<file path="src/hdl/ppn_pkg.sv">
// ----------------------------------------------------------------------------
// ppn_pkg
// Types and constants shared by the projective pair normalizer.
// ----------------------------------------------------------------------------
package ppn_pkg;

  localparam int MOD_BITS_DEF = 32;

  typedef struct packed {
    logic signed [63:0] first_coord;
    logic signed [63:0] second_coord;
  } ppn_in_t;

  typedef struct packed {
    logic [31:0] norm_first;
    logic [31:0] norm_second;
    logic [31:0] unit_scalar;
    logic        is_valid;
  } ppn_out_t;

  typedef enum logic [1:0] {
    ALU_MOD,
    ALU_MULMOD,
    ALU_GCD
  } alu_cmd_t;

  typedef struct packed {
    logic     start;
    alu_cmd_t cmd;
  } alu_req_t;

  typedef enum logic [1:0] {
    A_IDLE,
    A_DIV,
    A_GCD
  } alu_state_t;

  typedef enum logic [4:0] {
    S_IDLE,
    S_RED_U,
    S_RED_U_W,
    S_RED_V,
    S_RED_V_W,
    S_ZG,
    S_ZG_W,
    S_EG_CHK,
    S_EG_DIV,
    S_EG_DIV_W,
    S_EG_MUL,
    S_EG_MUL_W,
    S_GV,
    S_GV_W,
    S_D_DIV,
    S_D_DIV_W,
    S_SC_GCD,
    S_SC_GCD_W,
    S_V_MUL,
    S_V_MUL_W,
    S_STEP,
    S_STEP_W,
    S_SRCH,
    S_T_GCD,
    S_T_GCD_W,
    S_PROD,
    S_PROD_W,
    S_OUT
  } ppn_state_t;

endpackage

</file>
<file path="src/hdl/ppn_alu.sv">
// ----------------------------------------------------------------------------
// ppn_alu
// Shared restoring divider with modular multiply and Euclid gcd sequencing.
// ----------------------------------------------------------------------------
module ppn_alu #(
  parameter int W = ppn_pkg::MOD_BITS_DEF
) (
  input  logic              clk,
  input  logic              rst,
  input  ppn_pkg::alu_req_t req,
  input  logic [63:0]       opa,
  input  logic [W-1:0]      opb,
  input  logic [W-1:0]      modulus,
  output logic              done,
  output logic [W-1:0]      res,
  output logic [W-1:0]      quot
);
  import ppn_pkg::*;

  localparam int CW = 7;

  alu_state_t      state, state_next;
  alu_cmd_t        cmd;
  logic [63:0]     dq;
  logic [W-1:0]    rem;
  logic [W-1:0]    dsr;
  logic [CW-1:0]   cnt;
  logic [W-1:0]    gx;
  logic [W-1:0]    gy;

  logic            ld;
  logic [63:0]     ld_dividend;
  logic [W-1:0]    ld_divisor;
  logic            div_last;
  logic            gcd_done;
  logic [W:0]      shifted;
  logic            ge;
  logic [W-1:0]    rem_next;
  logic [2*W-1:0]  prod;

  assign prod     = opa[W-1:0] * opb;
  assign shifted  = {rem, dq[63]};
  assign ge       = shifted >= {1'b0, dsr};
  assign rem_next = ge ? W'(shifted - {1'b0, dsr}) : shifted[W-1:0];

  always_comb begin
    state_next = state;
    case (state)
      A_IDLE: begin
        if (req.start) state_next = (req.cmd == ALU_GCD) ? A_GCD : A_DIV;
      end
      A_DIV: begin
        if (cnt == CW'(1)) state_next = (cmd == ALU_GCD) ? A_GCD : A_IDLE;
      end
      A_GCD: begin
        state_next = (gy == '0) ? A_IDLE : A_DIV;
      end
      default: state_next = A_IDLE;
    endcase
  end

  always_comb begin
    ld          = 1'b0;
    ld_dividend = 64'(gx);
    ld_divisor  = gy;
    div_last    = (state == A_DIV) && (cnt == CW'(1));
    gcd_done    = (state == A_GCD) && (gy == '0);
    case (state)
      A_IDLE: begin
        if (req.start && req.cmd == ALU_MOD) begin
          ld          = 1'b1;
          ld_dividend = opa;
          ld_divisor  = opb;
        end else if (req.start && req.cmd == ALU_MULMOD) begin
          ld          = 1'b1;
          ld_dividend = 64'(prod);
          ld_divisor  = modulus;
        end
      end
      A_GCD: begin
        ld = (gy != '0);
      end
      default: ;
    endcase
  end

  always_ff @(posedge clk) begin
    if (rst) begin
      state <= A_IDLE;
      done  <= 1'b0;
    end else begin
      state <= state_next;
      done  <= (div_last && cmd != ALU_GCD) || gcd_done;
    end
  end

  always_ff @(posedge clk) begin
    if (state == A_IDLE && req.start) begin
      cmd <= req.cmd;
      gx  <= opa[W-1:0];
      gy  <= opb;
    end
    if (ld) begin
      rem <= '0;
      dsr <= ld_divisor;
      if (ld_dividend[63:W] == '0) begin
        dq  <= ld_dividend << (64 - W);
        cnt <= CW'(W);
      end else begin
        dq  <= ld_dividend;
        cnt <= CW'(64);
      end
    end else if (state == A_DIV) begin
      rem <= rem_next;
      dq  <= {dq[62:0], ge};
      cnt <= cnt - CW'(1);
      if (div_last && cmd == ALU_GCD) begin
        gx <= dsr;
        gy <= rem_next;
      end
    end
  end

  assign res  = (cmd == ALU_GCD) ? gx : rem;
  assign quot = dq[W-1:0];

endmodule

</file>
<file path="config.mk">
export PLATFORM = sky130hd
export DESIGN_NAME = ppn_alu
export DESIGN_NICKNAME = d
export VERILOG_FILES = /design/src/hdl/ppn_pkg.sv /design/src/hdl/ppn_alu.sv
export SDC_FILE = /design/constraint.sdc
export NUM_CORES = 2
export LEC_CHECK = 0
export BUFFER_PORTS_ARGS = -buffer_cell sky130_fd_sc_hd__buf_2
export CORE_MARGIN = 3
export CORE_UTILIZATION = 59
export DETAILED_ROUTE_END_ITERATION = 7
export PLACE_DENSITY = 0.83
export RECOVER_POWER = 50
export SLEW_MARGIN = 20
export SYNTH_ARGS = -nofsm -noshare
export SYNTH_HDL_FRONTEND = slang
export SYNTH_SLANG_ARGS = --single-unit
export TNS_END_PERCENT = 10
</file>
<file path="constraint.sdc">
create_clock -name clk -period 7.9 [get_ports clk]
set_input_delay 0.395 -clock clk [delete_from_list [all_inputs] [get_ports clk]]
set_output_delay 0.395 -clock clk [all_outputs]
set_load 0.05 [all_outputs]
</file>
# --- After elaboration in Yosys (flattened, before gate mapping) ---
# Index checks and enable logic that the tools add are counted.
totals:
  input_bits: 133
  word_cells: 68
  ff_bits: 204
  out_inout_bits: 65
  ramBits: 0
  latch_bits: 0
  romBits: 0
  n_memories: 0
classes:
  n_bitwise: 0
  order_cmp: 1
  mul: 1
  n_reduce_logical: 15
  n_shift: 0
  n_div: 0
  add_sub_neg: 2
  muxes: 31
  eq_ne: 9
ops:
  columns: ["op", "count"]
  rows:
  - ["32-bit two-way mux", 13]
  - ["64-bit two-way mux", 6]
  - ["32-bit logical NOT", 2]
  - ["32-bit by 32-bit multiplier with 64-bit output", 1]
  - ["33-bit by 32-bit >= comparator with 1-bit output", 1]
  - ["32-bit nonzero test", 1]
  - ["32-bit subtractor", 1]
  - ["7-bit two-way mux", 3]
  - ["2-bit two-way mux", 4]
  - ["7-bit by 1-bit equality test with 1-bit output, second input constant", 1]
  - ["1-bit logical AND", 7]
  - ["7-bit by 1-bit subtractor with 7-bit output, second input constant", 1]
  - ["2-bit equality test, second input constant", 3]
  - ["2-bit case mux with 3 select lines", 1]
  - ["2-bit by 1-bit equality test with 1-bit output, second input constant", 2]
  - ["2-bit logical NOT", 2]
  - ["2-bit inequality test, second input constant", 2]
  - ["1-bit two-way mux", 3]
  - ["2-bit by 1-bit inequality test with 1-bit output, second input constant", 1]
  - ["1-bit case mux with 2 select lines", 1]
  - ["2-bit AND reduction", 1]
  - ["2-bit nonzero test", 1]
  - ["1-bit logical OR", 1]

# --- Logic depth before layout (Yosys ltp) ---
logic_depth:
  depth_word: 8
  depth_mapped: 35

# --- Worst setup path before layout ---
# OpenSTA, ideal clock, no wires.
synth_path:
  path_kind: "input to register"
  from: "input opb[2]"
  to: "register dq[16] (data pin)"
  setup_slack_ps: -324
  path_stages: 31
  arrival_time_ps: 7968
  path_buffers: 4
  path_cell_list: "clkbuf_1 and2_1 fa_1 inv_1 fa_1 fa_1 fa_1 inv_1 fa_1 inv_1 fa_1 inv_1 fa_1 fa_1 ha_1 clkbuf_1 nand4_1 or2_0 a211oi_1 o311a_1 o31a_1 or3_1 a32o_1 nor4_1 nand4_1 nor3_1 and4_1 buf_4 inv_4 buf_6 a22o_1"
synth_between:
  elab_chain_cells: 7
synth_lines:
  columns: ["item", "line_no", "rtl"]
  rows:
  - ["start: declaration", "ppn_alu.sv:12", "input logic [W-1:0] opb,"]
  - ["32-bit by 32-bit multiplier with 64-bit output *", "ppn_alu.sv:41", "assign prod = opa[W-1:0] * opb;"]
  - ["64-bit two-way mux *", "ppn_alu.sv:74", "end else if (req.start && req.cmd == ALU_MULMOD) begin"]
  - ["64-bit two-way mux *", "ppn_alu.sv:70", "if (req.start && req.cmd == ALU_MOD) begin"]
  - ["64-bit two-way mux *", "ppn_alu.sv:68", "case (state)"]
  - ["32-bit logical NOT", "ppn_alu.sv:106", "if (ld_dividend[63:W] == '0) begin"]
  - ["64-bit two-way mux *", "ppn_alu.sv:106", null]
  - ["64-bit two-way mux *", "ppn_alu.sv:103", "if (ld) begin"]
  - ["end signal: assignment", "ppn_alu.sv:107", "dq <= ld_dividend << (64 - W);"]
  - ["end signal: assignment", "ppn_alu.sv:110", "dq <= ld_dividend;"]
  - ["end signal: assignment", "ppn_alu.sv:115", "dq <= {dq[62:0], ge};"]
  - ["end: declaration", "ppn_alu.sv:24", "logic [63:0] dq;"]
# Mark *: on every way between the ends. The rest lies on a longest branch, timed or not.
# A chain may end at the register's enable or synchronous reset.

# --- Worst setup path after layout ---
layout_path:
  from: "input opb[22]"
  to: "register dq[16] (data pin)"
layout_between:
  elab_chain_cells: 7
layout_lines:
  columns: ["item", "line_no"]
  rows:
  - ["32-bit by 32-bit multiplier with 64-bit output", "ppn_alu.sv:41"]
  - ["64-bit two-way mux", "ppn_alu.sv:74"]
  - ["64-bit two-way mux", "ppn_alu.sv:70"]
  - ["64-bit two-way mux", "ppn_alu.sv:68"]
  - ["32-bit logical NOT", "ppn_alu.sv:106"]
  - ["64-bit two-way mux", "ppn_alu.sv:106"]
  - ["64-bit two-way mux", "ppn_alu.sv:103"]
# Every way passes these cells.

==> results.sh <==
export IMPL_synth_edf_count=105
export IMPL_antenna_found_initial=7
export IMPL_antenna_left=0
export IMPL_cap_violations=4
export IMPL_regToRegEndpoint="gy[9]"
export IMPL_cp_max_fo=7
export IMPL_setup_ws_ns=-0.2452
export IMPL_wire_per_inst_um=22.17
export IMPL_syn_inst=5207
export IMPL_drcViolationCount=0
export IMPL_topRoutingLayerUsed="met5"
export IMPL_max_stage_delay_ns=0.63
export IMPL_die_x_um=284.9
export IMPL_tightest_slew_ns=3.960
export IMPL_dr_wl_met2_um=70940
export IMPL_clk_pin_slew_ns=0.07
export IMPL_drv_slew=172
export IMPL_fin_skew_ns=0.01816
export IMPL_root_buffer="clkbuf_16"
export IMPL_synth_flop_cell="edfxtp_1"
export IMPL_drt_iter0_drc=3576
export IMPL_yosysSeqAreaShare_pct=11.19
export IMPL_crit_path_frequent_cell="fa_1"
export IMPL_layout_drive_gt1_share_pct=15.29
export IMPL_crit_required_ns=8.17
export IMPL_hold_buffers=0
export IMPL_whs_path_depth=2
export IMPL_syn_cell_area_sq_um=45910
export IMPL_crit_slowest_cell="fa_1"
export IMPL_fin_nets=6940
export IMPL_die_y_um=284.9
export IMPL_period_share_pct=103.1
export IMPL_setup_tns_ns=-9.306
export IMPL_finalSetupViolations=66
export IMPL_design_core_area_sq_um=76450
export IMPL_start_util_pct=60.04
export IMPL_reg2reg_depth=6
export IMPL_criticalPathCategory="in -> reg"
export IMPL_r2r_slack_ns=1.68
export IMPL_worstSetupStartpointType="input port"
export IMPL_clock_sinks=204
export IMPL_cts_made_buffers=20
export IMPL_routed_wl_um=147700
export IMPL_max_freq_mhz=122.8
export IMPL_timing_final_hold_violations=0
export IMPL_rows=101
export IMPL_area_growth_pct=15.28
export IMPL_routedLengthMet1_um=52040
export IMPL_dr_pass1_iters=8
export IMPL_wl_met3_um=12110
export IMPL_clock_path_buffers=3
export IMPL_htree_levels=1
export IMPL_finalNonFillerCells=6661
export IMPL_ios=198
export IMPL_cp_arrival_ns=8.42
export IMPL_syn_avg_cell_area_sq_um=8.816
export IMPL_ys_types=82
export IMPL_grt_max_degree=102
export IMPL_ys_seq_elements=204
export IMPL_finalCriticalPeriod_ns=8.145
export IMPL_endpoint_kind="register"
export IMPL_cts_tree="built"
export IMPL_grt_pass1_vias=42855
export IMPL_pre_cts_slack_ns=-1.308
export IMPL_hp_start="rst"
export IMPL_relSlewSlack_pct=-164.0
export IMPL_post_dp_hpwl_um=120600
export IMPL_place_gp_congestion=0.9943
export IMPL_place_inst=6599
export IMPL_hold_class="in -> reg"
export IMPL_grt_first_pass_wirelength_um=231500
export IMPL_num_vias=39510
export IMPL_r2r_start="state[0]"
export IMPL_overflow=0
export IMPL_syn_num_nets=6534
export IMPL_ys_warn_count=0
export IMPL_violations="capacitance limit, slew limit, setup timing"
export IMPL_status="complete, but fails checks"
export IMPL_rsz0062_at_grt="yes"
export IMPL_io_buffers=197
export IMPL_dieArea_sq_um=81190
export IMPL_grtUsageTotal_pct=36.46
export IMPL_async_flop_share_pct=0
export IMPL_insertion_delay_ns=0.53
export IMPL_viasPerCell=5.932
export IMPL_hold_end="state[0]"
## cell usage in the layout (no fill, tap or decap), types with 9 or more instances in the layout
cell,Yosys,layout
fa_1,897,873
or3_1,10,9
o21ai_0,192,171
fa_2,0,24
a21o_1,50,49
xor2_1,28,28
clkbuf_1,292,70
ha_1,297,275
o21a_1,19,19
nand4_1,29,29
nor2_1,158,155
clkbuf_16,0,22
buf_12,0,32
nor3_1,30,24
a211oi_1,51,44
buf_2,3,91
nor4_1,19,18
nand2b_1,20,19
buf_6,2,34
buf_4,34,483
dfxtp_1,99,99
inv_1,883,879
and2_4,0,10
a221o_1,11,11
xnor2_1,47,44
a22o_1,13,13
nor2b_1,43,41
edfxtp_1,105,105
ha_4,0,20
a21oi_2,0,15
o21bai_1,14,14
mux2i_1,90,89
nand2_1,757,752
o211ai_1,14,14
nand3_1,65,64
o21ai_1,3,18
and2_1,587,576
a21oi_1,202,185
## per-layer routing
layer,global-route usage (%),vias to the layer above
met1,43.78,19720
met5,0,-
li1,-,16934
met4,24.64,2
met2,61.27,2177
met3,5.108,677
## flip-flops by register name (all words and copies together), names as in the netlist
| register | count |
|---|---|
| cmd | 2 |
| state | 2 |
| gx | 32 |
| dq | 64 |
| gy | 32 |
| done | 1 |
| dsr | 32 |
| rem | 32 |
| cnt | 7 |
## how the worst max path moves through the flow
stage / start / to / slack (ns) / depth (start not counted)
3_3_place_gp: opa[12] / dq[23] / -1.12 / 28
4_1_cts: opa[13] / dq[16] / -0.22 / 31
2_1_floorplan: opa[16] / dq[16] / -0.02 / 31
3_5_place_dp: opb[9] / dq[16] / -1.31 / 32
6_report: opb[22] / dq[16] / -0.25 / 29
5_1_grt: opb[22] / dq[35] / -0.44 / 32
## cells by family after synthesis
logic type | count (synthesis) | share of synthesized area [%]
mux | 93 | 2.036
buf+inv | 1226 | 10.35
compound gates | 667 | 9.114
flops | 204 | 11.19
xor+xnor | 75 | 1.431
fa+ha+maj | 1194 | 47.21
simple gates | 1748 | 18.67
## synth_stat cells, drive strengths merged (43+ instances only)
cell type / number / area, sq um
mux2i: 90 / 900.9
a211oi: 51 / 382.9
and2: 587 / 3672
nor2: 158 / 593.1
dfxtp: 99 / 1982
buf: 48 / 326.6
clkbuf: 293 / 1101
o21ai: 195 / 975.9
xnor2: 47 / 411.6
fa: 897 / 17960
ha: 297 / 3716
a21o: 50 / 375.4
nand3: 65 / 325.3
nor2b: 43 / 269.0
nand2: 758 / 2853
edfxtp: 105 / 3153
a21oi: 202 / 1011
inv: 884 / 3321
## timing repair
item	in CTS	in global routing
setup endpoints to repair	66	66
endpoints found under the hold margin	0	0
setup buffers	10	6
cloned	3	2
pin swaps	42	83
resized for setup	98	171
## area by class of cell
cell class	instances	area [sq um]
timing repair buffer	722	5558
clock buffer	26	574.3
tap	1030	1289
inverter	885	3334
fill	5696	23530
sequential	204	5135
antenna	5	12.51
clock inverter	9	108.9
timing repair inverter	3	36.28
multi-input combinational	3777	36880
## worst max-delay path: cells and delay by family
| kind | cells | cell delay (ns) |
|---|---|---|
| adder cells (fa/ha/maj) | 9 | 4.37 |
| AND/OR/NAND/NOR | 8 | 1.57 |
| AO/OA/AOI/OAI | 4 | 1.24 |
| buffers and inverters | 8 | 0.84 |
## through the flow
stage          area (sq um)  hold WS [ns]  util [%]
2_1_floorplan         46020        0.4434         -
3_3_place_gp          51030        0.4660     66.75
3_5_place_dp          51030        0.4606     66.75
4_1_cts               52190       0.09089     68.27
5_1_grt               52920       0.08953     69.22
6_report              52920       0.08943     69.22
Power is left out: the tool's default activity adds up to more than one toggle a clock period on the data nets, which glitch-free logic cannot reach.
